**src/vnd_pkg.sv**
```systemverilog
`timescale 1ns / 1ps
`default_nettype none
// ----------------------------------------------------------------------------
// vnd_pkg: shared types and constants for the vector norm and dot reducer
// Holds the mode codes, sequencer states, datapath widths and the control
// bundle that the sequencer drives into the reduction datapath.
// ----------------------------------------------------------------------------
package vnd_pkg;

   localparam int MAX_LENGTH_DEF = 1024;
   localparam int ELEM_WIDTH_DEF = 32;

   localparam int FIELD_W = 32;                // element field width on the port
   localparam int OPND_W  = FIELD_W + 1;       // signed operand, holds |min|
   localparam int PROD_W  = 2 * OPND_W;
   localparam int MAG_W   = FIELD_W;
   localparam int ACC_W   = 80;
   localparam int RES_W   = 64;
   localparam int ROOT_W  = ACC_W / 2;
   localparam int REM_W   = ROOT_W + 2;
   localparam int DOT_SHIFT = 16;

   localparam logic [ACC_W-1:0] ROUND_ADD = ACC_W'(1) << (DOT_SHIFT - 1);
   localparam logic [RES_W-1:0] SAT_MAX   = {1'b0, {(RES_W-1){1'b1}}};
   localparam logic [RES_W-1:0] SAT_MIN   = {1'b1, {(RES_W-1){1'b0}}};

   typedef enum logic [1:0] {
      MODE_L1  = 2'd0,
      MODE_L2  = 2'd1,
      MODE_INF = 2'd2,
      MODE_DOT = 2'd3
   } vnd_mode_type;

   typedef enum logic [2:0] {
      S_IDLE,
      S_MUL,
      S_ACC,
      S_ROUND,
      S_SQRT,
      S_SQRT_WAIT,
      S_DONE
   } vnd_state_type;

   typedef struct packed {
      logic load;    // capture a new element pair
      logic clear;   // start of a vector: zero the sum and the maximum
      logic mul;     // register the product term
      logic acc;     // add the term, update the maximum
      logic round;   // add the half-LSB for the dot result
   } vnd_mac_ctl_type;

endpackage
`default_nettype wire

```
**src/vnd_mac.sv**
```systemverilog
`timescale 1ns / 1ps
`default_nettype none
// ----------------------------------------------------------------------------
// vnd_mac: shared multiply and accumulate datapath
// One signed multiplier and one 80-bit adder, stepped by the sequencer;
// also tracks the running maximum magnitude for the infinity norm.
// ----------------------------------------------------------------------------
module vnd_mac #(
   parameter int ELEM_WIDTH = vnd_pkg::ELEM_WIDTH_DEF
) (
   input  wire                             clock,
   input  wire                             reset,
   input  vnd_pkg::vnd_mac_ctl_type        ctl,
   input  vnd_pkg::vnd_mode_type           mode,
   input  wire [vnd_pkg::FIELD_W-1:0]      elem_a,
   input  wire [vnd_pkg::FIELD_W-1:0]      elem_b,
   output logic [vnd_pkg::ACC_W-1:0]       acc_sum,
   output logic [vnd_pkg::MAG_W-1:0]       max_mag
);

   localparam int EXT_W = vnd_pkg::OPND_W - ELEM_WIDTH;

   logic signed [vnd_pkg::OPND_W-1:0] a_ff, b_ff, a_in, b_in;
   logic signed [vnd_pkg::OPND_W-1:0] mag_full, op_x, op_y;
   logic signed [vnd_pkg::PROD_W-1:0] prod_ff, prod_in;
   logic        [vnd_pkg::MAG_W-1:0]  mag_ff;
   logic        [vnd_pkg::ACC_W-1:0]  acc_ff, acc_in, addend;
   logic        [vnd_pkg::MAG_W-1:0]  max_ff, max_in;

   // sign-extend the used low bits of each element
   assign a_in = {{EXT_W{elem_a[ELEM_WIDTH-1]}}, elem_a[ELEM_WIDTH-1:0]};
   assign b_in = {{EXT_W{elem_b[ELEM_WIDTH-1]}}, elem_b[ELEM_WIDTH-1:0]};

   assign mag_full = a_ff[vnd_pkg::OPND_W-1] ? -a_ff : a_ff;

   always_comb begin
      unique case (mode)
         vnd_pkg::MODE_L2: begin
            op_x = mag_full;
            op_y = mag_full;
         end
         vnd_pkg::MODE_DOT: begin
            op_x = a_ff;
            op_y = b_ff;
         end
         default: begin
            op_x = mag_full;
            op_y = vnd_pkg::OPND_W'(1);
         end
      endcase
   end

   assign prod_in = op_x * op_y;

   // one adder serves both the element sum and the closing round step
   assign addend = ctl.round ? vnd_pkg::ROUND_ADD
                             : {{(vnd_pkg::ACC_W-vnd_pkg::PROD_W){prod_ff[vnd_pkg::PROD_W-1]}},
                                prod_ff};

   always_comb begin
      acc_in = acc_ff;
      max_in = max_ff;
      if (ctl.clear) begin
         acc_in = '0;
         max_in = '0;
      end else if (ctl.acc || ctl.round) begin
         acc_in = acc_ff + addend;
         if (ctl.acc && mode == vnd_pkg::MODE_INF && mag_ff > max_ff) begin
            max_in = mag_ff;
         end
      end
   end

   always_ff @(posedge clock) begin
      if (reset) begin
         acc_ff <= '0;
         max_ff <= '0;
      end else begin
         acc_ff <= acc_in;
         max_ff <= max_in;
      end
   end

   always_ff @(posedge clock) begin
      if (ctl.load) begin
         a_ff <= a_in;
         b_ff <= b_in;
      end
      if (ctl.mul) begin
         prod_ff <= prod_in;
         mag_ff  <= mag_full[vnd_pkg::MAG_W-1:0];
      end
   end

   assign acc_sum = acc_ff;
   assign max_mag = max_ff;

endmodule
`default_nettype wire

```
**src/vnd_isqrt.sv**
```systemverilog
`timescale 1ns / 1ps
`default_nettype none
// ----------------------------------------------------------------------------
// vnd_isqrt: iterative integer square root
// Digit-by-digit root of an 80-bit radicand, one root bit per cycle through
// a single compare and subtract; floor of the exact root.
// ----------------------------------------------------------------------------
module vnd_isqrt (
   input  wire                            clock,
   input  wire                            reset,
   input  wire                            start,
   input  wire [vnd_pkg::ACC_W-1:0]       radicand,
   output logic                           done,
   output logic [vnd_pkg::ROOT_W-1:0]     root
);

   localparam int CNT_W = $clog2(vnd_pkg::ROOT_W);
   localparam int SH_W  = vnd_pkg::REM_W + 2;

   logic [vnd_pkg::ACC_W-1:0]  rad_ff, rad_in;
   logic [vnd_pkg::REM_W-1:0]  rem_ff, rem_in;
   logic [vnd_pkg::ROOT_W-1:0] root_ff, root_in;
   logic [CNT_W-1:0]           cnt_ff, cnt_in;
   logic                       busy_ff, busy_in;
   logic                       done_ff, done_in;
   logic [SH_W-1:0]            shifted, trial, diff;

   assign shifted = {rem_ff, rad_ff[vnd_pkg::ACC_W-1 -: 2]};
   assign trial   = SH_W'({root_ff, 2'b01});
   assign diff    = shifted - trial;

   always_comb begin
      rad_in  = rad_ff;
      rem_in  = rem_ff;
      root_in = root_ff;
      cnt_in  = cnt_ff;
      busy_in = busy_ff;
      done_in = 1'b0;
      if (start) begin
         rad_in  = radicand;
         rem_in  = '0;
         root_in = '0;
         cnt_in  = CNT_W'(vnd_pkg::ROOT_W - 1);
         busy_in = 1'b1;
      end else if (busy_ff) begin
         rad_in = rad_ff << 2;
         if (shifted >= trial) begin
            rem_in  = diff[vnd_pkg::REM_W-1:0];
            root_in = {root_ff[vnd_pkg::ROOT_W-2:0], 1'b1};
         end else begin
            rem_in  = shifted[vnd_pkg::REM_W-1:0];
            root_in = {root_ff[vnd_pkg::ROOT_W-2:0], 1'b0};
         end
         cnt_in = cnt_ff - CNT_W'(1);
         if (cnt_ff == '0) begin
            busy_in = 1'b0;
            done_in = 1'b1;
         end
      end
   end

   always_ff @(posedge clock) begin
      if (reset) begin
         busy_ff <= 1'b0;
         done_ff <= 1'b0;
      end else begin
         busy_ff <= busy_in;
         done_ff <= done_in;
      end
   end

   always_ff @(posedge clock) begin
      rad_ff  <= rad_in;
      rem_ff  <= rem_in;
      root_ff <= root_in;
      cnt_ff  <= cnt_in;
   end

   assign done = done_ff;
   assign root = root_ff;

endmodule
`default_nettype wire

```
**src/vector_norm_and_dot_reduce.sv**
```systemverilog
`timescale 1ns / 1ps
`default_nettype none
// ----------------------------------------------------------------------------
// vector_norm_and_dot_reduce: streaming L1 / L2 / infinity norm and dot product
// Reduces a vector, one element per transfer, to one Q47.16 result, saturated in L1 mode.
// ----------------------------------------------------------------------------
//   channel  direction  tdata                          tuser        tlast
//   req_     in         [31:0] elem_a, [63:32] elem_b  [1:0] func   last
//   rsp_     out        [63:0] norm_value              [0] saturated  -
//
// Each element is captured, multiplied and accumulated in the shared
// multiply-accumulate unit before the next one is taken; the closing element
// adds a round step on the same adder for dot, and for L2 the square root,
// which resolves one bit per cycle. Synchronous active-high reset; the
// result sits in an output register, so a stalled rsp_ side holds the block
// only when a second vector closes before the first result is taken.
// ----------------------------------------------------------------------------
module vector_norm_and_dot_reduce #(
   parameter int MAX_LENGTH = vnd_pkg::MAX_LENGTH_DEF,
   parameter int ELEM_WIDTH = vnd_pkg::ELEM_WIDTH_DEF
) (
   input  wire         clock,
   input  wire         reset,
   input  wire         req_tvalid,
   output logic        req_tready,
   input  wire  [63:0] req_tdata,   // [31:0] elem_a, [63:32] elem_b
   input  wire  [1:0]  req_tuser,   // [1:0] func
   input  wire         req_tlast,
   output logic        rsp_tvalid,
   input  wire         rsp_tready,
   output logic [63:0] rsp_tdata,   // [63:0] norm_value
   output logic [0:0]  rsp_tuser    // [0] saturated
);

   localparam int CNT_W = $clog2(MAX_LENGTH + 1);

   vnd_pkg::vnd_state_type   state_ff, state_in;
   vnd_pkg::vnd_mode_type    mode_ff, mode_in;
   vnd_pkg::vnd_mac_ctl_type ctl;
   logic                     first_ff, first_in;
   logic                     closing_ff, closing_in;
   logic [CNT_W-1:0]         cnt_ff, cnt_in, cnt_next;
   logic                     accept;
   logic                     sqrt_start, sqrt_done;
   logic [vnd_pkg::ROOT_W-1:0] root;
   logic [vnd_pkg::ACC_W-1:0]  acc_sum;
   logic [vnd_pkg::MAG_W-1:0]  max_mag;
   logic                     out_load;
   logic                     rsp_valid_ff, rsp_valid_in;
   logic [vnd_pkg::RES_W-1:0] rsp_data_ff, res_value;
   logic                     rsp_sat_ff, res_sat;

   assign req_tready = (state_ff == vnd_pkg::S_IDLE);
   assign accept     = req_tvalid && req_tready;

   assign cnt_next   = (first_ff ? '0 : cnt_ff) + CNT_W'(1);
   assign closing_in = req_tlast || (cnt_next >= CNT_W'(MAX_LENGTH));
   assign mode_in    = first_ff ? vnd_pkg::vnd_mode_type'(req_tuser) : mode_ff;
   assign cnt_in     = cnt_next;

   always_comb begin
      state_in   = state_ff;
      first_in   = first_ff;
      ctl        = '0;
      sqrt_start = 1'b0;
      out_load   = 1'b0;
      unique case (state_ff)
         vnd_pkg::S_IDLE: begin
            if (accept) begin
               ctl.load  = 1'b1;
               ctl.clear = first_ff;
               first_in  = 1'b0;
               state_in  = vnd_pkg::S_MUL;
            end
         end
         vnd_pkg::S_MUL: begin
            ctl.mul  = 1'b1;
            state_in = vnd_pkg::S_ACC;
         end
         vnd_pkg::S_ACC: begin
            ctl.acc = 1'b1;
            if (closing_ff) begin
               first_in = 1'b1;
               if (mode_ff == vnd_pkg::MODE_L2) begin
                  state_in = vnd_pkg::S_SQRT;
               end else if (mode_ff == vnd_pkg::MODE_DOT) begin
                  state_in = vnd_pkg::S_ROUND;
               end else begin
                  state_in = vnd_pkg::S_DONE;
               end
            end else begin
               state_in = vnd_pkg::S_IDLE;
            end
         end
         vnd_pkg::S_ROUND: begin
            ctl.round = 1'b1;
            state_in  = vnd_pkg::S_DONE;
         end
         vnd_pkg::S_SQRT: begin
            sqrt_start = 1'b1;
            state_in   = vnd_pkg::S_SQRT_WAIT;
         end
         vnd_pkg::S_SQRT_WAIT: begin
            if (sqrt_done) begin
               state_in = vnd_pkg::S_DONE;
            end
         end
         vnd_pkg::S_DONE: begin
            // hold until the output register is free
            if (!rsp_valid_ff || rsp_tready) begin
               out_load = 1'b1;
               state_in = vnd_pkg::S_IDLE;
            end
         end
         default: begin
            state_in = vnd_pkg::S_IDLE;
         end
      endcase
   end

   // result select; the L1 sum is clipped to the 64-bit signed range
   always_comb begin
      res_sat = 1'b0;
      unique case (mode_ff)
         vnd_pkg::MODE_L1: begin
            if (acc_sum[vnd_pkg::ACC_W-1:vnd_pkg::RES_W] ==
                {(vnd_pkg::ACC_W-vnd_pkg::RES_W){acc_sum[vnd_pkg::RES_W-1]}}) begin
               res_value = acc_sum[vnd_pkg::RES_W-1:0];
            end else begin
               res_sat   = 1'b1;
               res_value = acc_sum[vnd_pkg::ACC_W-1] ? vnd_pkg::SAT_MIN : vnd_pkg::SAT_MAX;
            end
         end
         vnd_pkg::MODE_L2:  res_value = vnd_pkg::RES_W'(root);
         vnd_pkg::MODE_INF: res_value = vnd_pkg::RES_W'(max_mag);
         vnd_pkg::MODE_DOT:
            res_value = acc_sum[vnd_pkg::DOT_SHIFT +: vnd_pkg::RES_W];
         default: res_value = '0;
      endcase
   end

   assign rsp_valid_in = out_load ? 1'b1 : (rsp_tready ? 1'b0 : rsp_valid_ff);

   always_ff @(posedge clock) begin
      if (reset) begin
         state_ff     <= vnd_pkg::S_IDLE;
         mode_ff      <= vnd_pkg::MODE_L1;
         first_ff     <= 1'b1;
         cnt_ff       <= '0;
         closing_ff   <= 1'b0;
         rsp_valid_ff <= 1'b0;
      end else begin
         state_ff     <= state_in;
         first_ff     <= first_in;
         rsp_valid_ff <= rsp_valid_in;
         if (accept) begin
            mode_ff    <= mode_in;
            cnt_ff     <= cnt_in;
            closing_ff <= closing_in;
         end
      end
   end

   always_ff @(posedge clock) begin
      if (out_load) begin
         rsp_data_ff <= res_value;
         rsp_sat_ff  <= res_sat;
      end
   end

   vnd_mac #(
      .ELEM_WIDTH (ELEM_WIDTH)
   ) u_mac (
      .clock   (clock),
      .reset   (reset),
      .ctl     (ctl),
      .mode    (mode_ff),
      .elem_a  (req_tdata[31:0]),
      .elem_b  (req_tdata[63:32]),
      .acc_sum (acc_sum),
      .max_mag (max_mag)
   );

   vnd_isqrt u_isqrt (
      .clock    (clock),
      .reset    (reset),
      .start    (sqrt_start),
      .radicand (acc_sum),
      .done     (sqrt_done),
      .root     (root)
   );

   assign rsp_tvalid = rsp_valid_ff;
   assign rsp_tdata  = rsp_data_ff;
   assign rsp_tuser  = rsp_sat_ff;

endmodule
`default_nettype wire

```
**config.mk**
```make
export PLATFORM = sky130hd
export DESIGN_NAME = vector_norm_and_dot_reduce
export DESIGN_NICKNAME = d
export VERILOG_FILES = /design/src/vnd_pkg.sv /design/src/vnd_mac.sv /design/src/vnd_isqrt.sv /design/src/vector_norm_and_dot_reduce.sv
export SDC_FILE = /design/constraint.sdc
export NUM_CORES = 2
export LEC_CHECK = 0
export ABC_AREA = 1
export BUFFER_PORTS_ARGS = -buffer_cell sky130_fd_sc_hd__clkbuf_2
export CORE_UTILIZATION = 35
export CTS_CLUSTER_SIZE = 12
export DETAILED_ROUTE_END_ITERATION = 8
export PLACE_DENSITY = 0.49
export SETUP_SLACK_MARGIN = 0.1
export SLEW_MARGIN = 30
export SYNTH_ARGS = -nofsm -noshare
export SYNTH_HDL_FRONTEND = slang
export SYNTH_HIERARCHICAL = 1
export SYNTH_SLANG_ARGS = --single-unit
```
**constraint.sdc**
```tcl
create_clock -name clock -period 10.8 [get_ports clock]
set_input_delay 2.16 -clock clock [delete_from_list [all_inputs] [get_ports clock]]
set_output_delay 2.16 -clock clock [all_outputs]
set_load 0.05 [all_outputs]
```
After elaboration in Yosys (flattened, before gate mapping)

Index checks and enable logic that the tools add are counted.
Widths: inputs -> output; s select.

Flip-flop bits (word level): 528
Output and inout bits: 67

Add/subtract/negate cells: 5
Multipliers: 1
$lt $le $gt $ge: 3
Equal/unequal tests: 14
Multiplexer cells: 37
Bitwise logic cells: 1
Reductions and logical operators: 19

Operators with widths:

| cell                  | count |
|---|---|
| $pmux 64 s4           | 1 |
| $mux 80               | 3 |
| $mux 64               | 2 |
| $add 80x80->80        | 1 |
| $mul 33x33->66        | 1 |
| $mux 33               | 2 |
| $pmux 33 s2           | 1 |
| $ge 44x42->1          | 1 |
| $mux 42               | 1 |
| $sub 42x42->42        | 1 |
| $neg 32->33           | 1 |
| $gt 32x32->1          | 1 |
| $pmux 3 s7            | 1 |
| $mux 3                | 6 |
| $eq 16x16->1          | 1 |
| $mux 1                | 16 |
| $add 11x1->11 const B | 1 |
| $ge 11x11->1 const B  | 1 |
| $mux 11               | 1 |
| $eq 3x3->1 const B    | 3 |
| $eq 3x2->1 const B    | 2 |
| $logic_not 6->1       | 1 |
| $reduce_and 3->1      | 2 |
| $reduce_bool 2->1     | 3 |
| 17 further kinds      | 26 |

Logic depth before layout (Yosys ltp)

Depth after elaboration: 5
Gate-level depth with buffers: 44
Gate-level depth less buffers: 42

Cells and area by module

Netlist, hierarchy kept.

By module, submodules not included:

| module                     | times used | cells an instance | area each (um^2) |
|---|---|---|---|
| vnd_mac                    | 1          | 7,485             | 58,287.2 |
| vnd_isqrt                  | 1          | 1,474             | 10,168.5 |
| vector_norm_and_dot_reduce | 1          | 673               | 5,307.6 |

Worst setup path before layout

OpenSTA, ideal clock, no wires.

Kind: input to register
Start: input port rsp_tready
End: register rsp_data_ff (netlist bit rsp_tdata[0]) (enable)
Library setup time: 0.652 ns
Arrival time: 8.426 ns
Required time: 10.148 ns
Slack: 1.722 ns
Stages: 2
Path buffers: 0
Path through: nor2_1 -> nor4_1

Longest elaborated chain between the ends: 3

Ends and longest elaborated chain:

| what                 | line                              | RTL |
|---|---|---|
| from (decl)          | vector_norm_and_dot_reduce.sv:30  | `input wire rsp_tready,` |
| $logic_or 1x1->1     | vector_norm_and_dot_reduce.sv:110 | `if (!rsp_valid_ff \|\| rsp_tready) begin` |
| $mux 1               | vector_norm_and_dot_reduce.sv:110 |  |
| $mux 1               | vector_norm_and_dot_reduce.sv:67  | `unique case (state_ff)` |
| named net out_load   | vector_norm_and_dot_reduce.sv:48  | `logic out_load;` |
| to (signal assigned) | vector_norm_and_dot_reduce.sv:166 | `rsp_data_ff <= res_value;` |
| to (decl)            | vector_norm_and_dot_reduce.sv:50  | `logic [vnd_pkg::RES_W-1:0] rsp_data_ff, res_value;` |

The timed path passes the listed nets, and every way through them passes these cells.
A chain may end at the register's enable or synchronous reset.

Worst setup path in the final report

Start: register u_mac/a_ff[0] in the netlist's numbering
End: register u_mac/prod_ff[63] in the netlist's numbering, data pin

Longest elaborated chain between the ends: 4
Elaborated cells between the ends (all ways): 5
Those cells by class: 1 x add/sub; 1 x mul; 3 x mux

Ends and longest elaborated chain:

| what                                   | line          | RTL |
|---|---|---|
| from (decl)                            | vnd_mac.sv:23 | `logic signed [vnd_pkg::OPND_W-1:0] a_ff, b_ff, a_in, b_in;` |
| from (signal assigned)                 | vnd_mac.sv:86 | `a_ff <= a_in;` |
| $neg 32->33 (*)                        | vnd_mac.sv:34 | `assign mag_full = a_ff[vnd_pkg::OPND_W-1] ? -a_ff : a_ff;` |
| $mux 33 (*)                            | vnd_mac.sv:34 |  |
| named net u_mac.mag_full (one bit)     | vnd_mac.sv:24 | `logic signed [vnd_pkg::OPND_W-1:0] mag_full, op_x, op_y;` |
| $pmux 33 s2 or $mux 33 (tied branches) | vnd_mac.sv:37 | `unique case (mode)` |
| $mul 33x33->66 (*)                     | vnd_mac.sv:53 | `assign prod_in = op_x * op_y;` |
| named net u_mac.prod_in (one bit)      | vnd_mac.sv:25 | `logic signed [vnd_pkg::PROD_W-1:0] prod_ff, prod_in;` |
| to (signal assigned)                   | vnd_mac.sv:90 | `prod_ff <= prod_in;` |
| to (decl)                              | vnd_mac.sv:25 |  |

Mark *: on every way through the listed nets, which the timed path passes. The rest lies on a longest branch.

==> impl_metrics.yaml <==
worst_setup_path:
  slowest_delay_ns: 0.72
  crit_required_ns: 11.26
  cp-endpoint: "u_mac/prod_ff[63]"
  rr_endpoint: "u_mac/prod_ff[63]"
  r2r-start: "u_mac/a_ff[0]"
  cpMostUsedCell: "fa_1"
  crit_path_top_delay_cell: "o21ai_4"
  cp_num_cells: 39
  crit_buf_inv: 8
  crit_family: "adder cells"
  reg2regPathDepth: 39
  regToRegSetupSlack_ns: 0.46
  path_class: "reg -> reg"
  crit_arrival_ns: 10.80
  startpoint: "u_mac/a_ff[0]"
  cp-end-kind: "flop"
  path_max_fanout: 27
  cp-start-kind: "flop"
final_layout:
  layout_commonest_cell: "nand2_1"
  layout-drive-gt1-share_pct: 6.281
  final_core_util_pct: 38.37
  nNetsFinal: 11310
  areaGrowthSynthToFinish_pct: 9.024
  mostFrequentLayoutCells: "nand2_1, inv_1, nor2_1"
  instances_no_fill: 12590
floorplanning:
  die_area_sq_um: 212600
  die_w_microns: 461.1
  start_util_pct: 35.20
  core-area_sq_um: 209600
  io-pin-count: 138
  die_h_microns: 461.1
  row_count: 168
run:
  drv_cap: 0
logic_synthesis:
  synth-seq-area-share_pct: 18.50
  synth_edf_count: 307
  synthArstFlopShare_pct: 0
  synthDistinctLibCells: 70
  synth_cells: 9632
  syn_nets: 11220
  ys_ff_latch: 528
  synth_area_per_cell_sq_um: 7.658
  synth_warnings: 6
  synthFlopType: "edfxtp_1"
  synth_area_sq_um: 73760
detailed_routing:
  vias: 63580
  via_per_inst: 5.050
  firstDrtPassIters: 6
  drt_wl_total_mm: 305.7
  drc: 0
  ant_nets: 0
  drtIter0Drc: 5727
  wl_per_cell_microns: 24.28
global_route:
  grt_usage_pct: 28.78
  grt_pass1_vias: 64420
  overflow: 0
  grt_max_degree: 84
  antenna_found_initial: 10
  grt_first_pass_wirelength_mm: 440.2
cts:
  clock_latency_ns: 0.73
  cts_tree: "built"
  clockBufferDepth: 3
  numCtsBuffers: 71
  cts.sinks: 528
  path_clk_slew_ns: 0.06
  root_buffer: "clkbuf_16"
  htreeDepth: 3
power_and_ir_drop:
  vdd_drop_max_mv: 0.3042
  internal-power_mw: 9.812
  seqPwrFrac_pct: 13.6
  swShare_pct: 57.66
  p_total_mw: 23.17
  p_sw_mw: 13.36
  p_comb_share_pct: 75.3
  power.density_nw_per_um2: 288.2
  p_clk_share_pct: 11.1
  leakage_nw: 41.45
timing:
  hold_viol_final: 0
  post-route-period-util_pct: 95.71
  drv_slew: 0
  setup-violations-final: 0
  slew-limit-headroom_pct: 28.04
  hold_ws_ns: 0.4555
  tightestPinTransition_ns: 1.072
  clock_skew_ns: 0.06037
  fin_setup_tns_ns: 0
  post-route-min-period_ns: 10.34
  rsz0062_at_grt: "no"
  max_freq_mhz: 96.74
status:
  status: "completed"
placement:
  finalWeightedCongestion: 1.008
  dp_cells: 12440
  dp_hpwl_mm: 251.9
  port-buffer-count: 137
min_path:
  hold_path.class: "reg -> reg"
## repair_timing
item	CTS	global route
endpoints found under the setup margin	0	8
setup buffers	0	5
hold endpoints to repair	0	0
gates resized for setup	0	5
hold buffers	0	0
## stage by stage
stage	cell area, sq um	worst slack, ns
after floorplan	73760	1.722
after global routing	80410	0.1328
final	80420	0.4635
after detailed placement	77820	0.4083
after CTS	80330	0.4162
after global placement	77780	0.08350
## layout make-up
cell class | instances | area, sq um
antenna | 9 | 22.52
clock buffer | 93 | 1972
clock inverter | 39 | 544.3
fill | 22280 | 129200
inverter | 2136 | 8050
multi-input combinational | 6657 | 50550
sequential | 528 | 13640
tap | 2805 | 3510
timing repair buffer | 322 | 2128
## cells by family (layout without fill, tap and decap cells)
kind of cell,after synthesis,after routing,share of synthesized area [%]
adders and majority gates,1520,1520,37.45
buffers and inverters,2447,2590,13.26
and+or+nand+nor,4227,4227,23.00
xor gates and xnor gates,149,149,1.810
other,0,9,0
DFF,528,528,18.50
AOI/OAI and AO/OA,761,761,5.988
## state kept, by name (all words and copies together), names as in the netlist, 40 cells and up
name	count
u_isqrt/rad_ff	80
u_mac/acc_sum	80
u_mac/prod_ff	66
rsp_tdata	64
u_isqrt/rem_ff	42
u_isqrt/root	40
## how the worst min path moves through the flow
| stage | slack, ns | to | depth (start not counted) | from |
|---|---|---|---|---|
| 2_1_floorplan | 0.43 | u_isqrt/rem_ff[41] | 2 | u_isqrt/rem_ff[41] |
| 3_3_place_gp | 0.45 | u_isqrt/rem_ff[40] | 2 | u_isqrt/rem_ff[40] |
| 3_5_place_dp | 0.45 | u_isqrt/rem_ff[41] | 2 | u_isqrt/rem_ff[41] |
| 4_1_cts | 0.46 | u_isqrt/rem_ff[40] | 2 | u_isqrt/rem_ff[40] |
| 5_1_grt | 0.49 | u_isqrt/rem_ff[40] | 2 | u_isqrt/rem_ff[40] |
| 6_report | 0.46 | u_isqrt/rem_ff[40] | 2 | u_isqrt/rem_ff[40] |
## worst register-to-register path, delay by kind of cell, from the launching register on
kind,cells,cell delay [ns]
adder cells (fa/ha/maj),9,4.78
AND/OR/NAND/NOR,21,3.18
buffers and inverters,8,1.01
AO/OA/AOI/OAI,1,0.72
flip-flops,1,0.43
## power groups by stage
stage,Combinational (mW),Clock (mW),Sequential (mW)
2_1_floorplan,10.8,0,3.04
3_3_place_gp,17.2,0,3.19
3_5_place_dp,17.2,0,3.19
6_report,17.5,2.57,3.15
4_1_cts,17.3,2.64,3.15
5_1_grt,19.1,2.70,3.17
## metal layers
| metal | vias to the layer above | routed length [microns] | global-route usage [%] |
|---|---|---|---|
| met4 | 0 | 17560 | 14.55 |
| met1 | 31690 | 125100 | 36.68 |
| met5 | - | 0 | 0 |
| met3 | 540 | 18850 | 3.749 |
| met2 | 2347 | 144200 | 47.72 |
| li1 | 28990 | - | - |
## cells in the mapped netlist, types with 44 or more instances
master    instances  share of area (%)
clkbuf_1        140               0.71
nand3_1         336                2.3
inv_1          2092                 11
edfxtp_1        307                 12
o21bai_1         44               0.45
xor2_1          111                1.3
dfxtp_1         221                6.0
fa_1           1146                 31
nand2_1        2461                 13
a21oi_1         325                2.2
nor3_1           47               0.32
ha_1            374                6.3
o21ai_0         195                1.3
nor2_1         1204                6.1
nand3b_1         48               0.49
buf_2           102               0.69
Power figures use the tool's default switching activity.
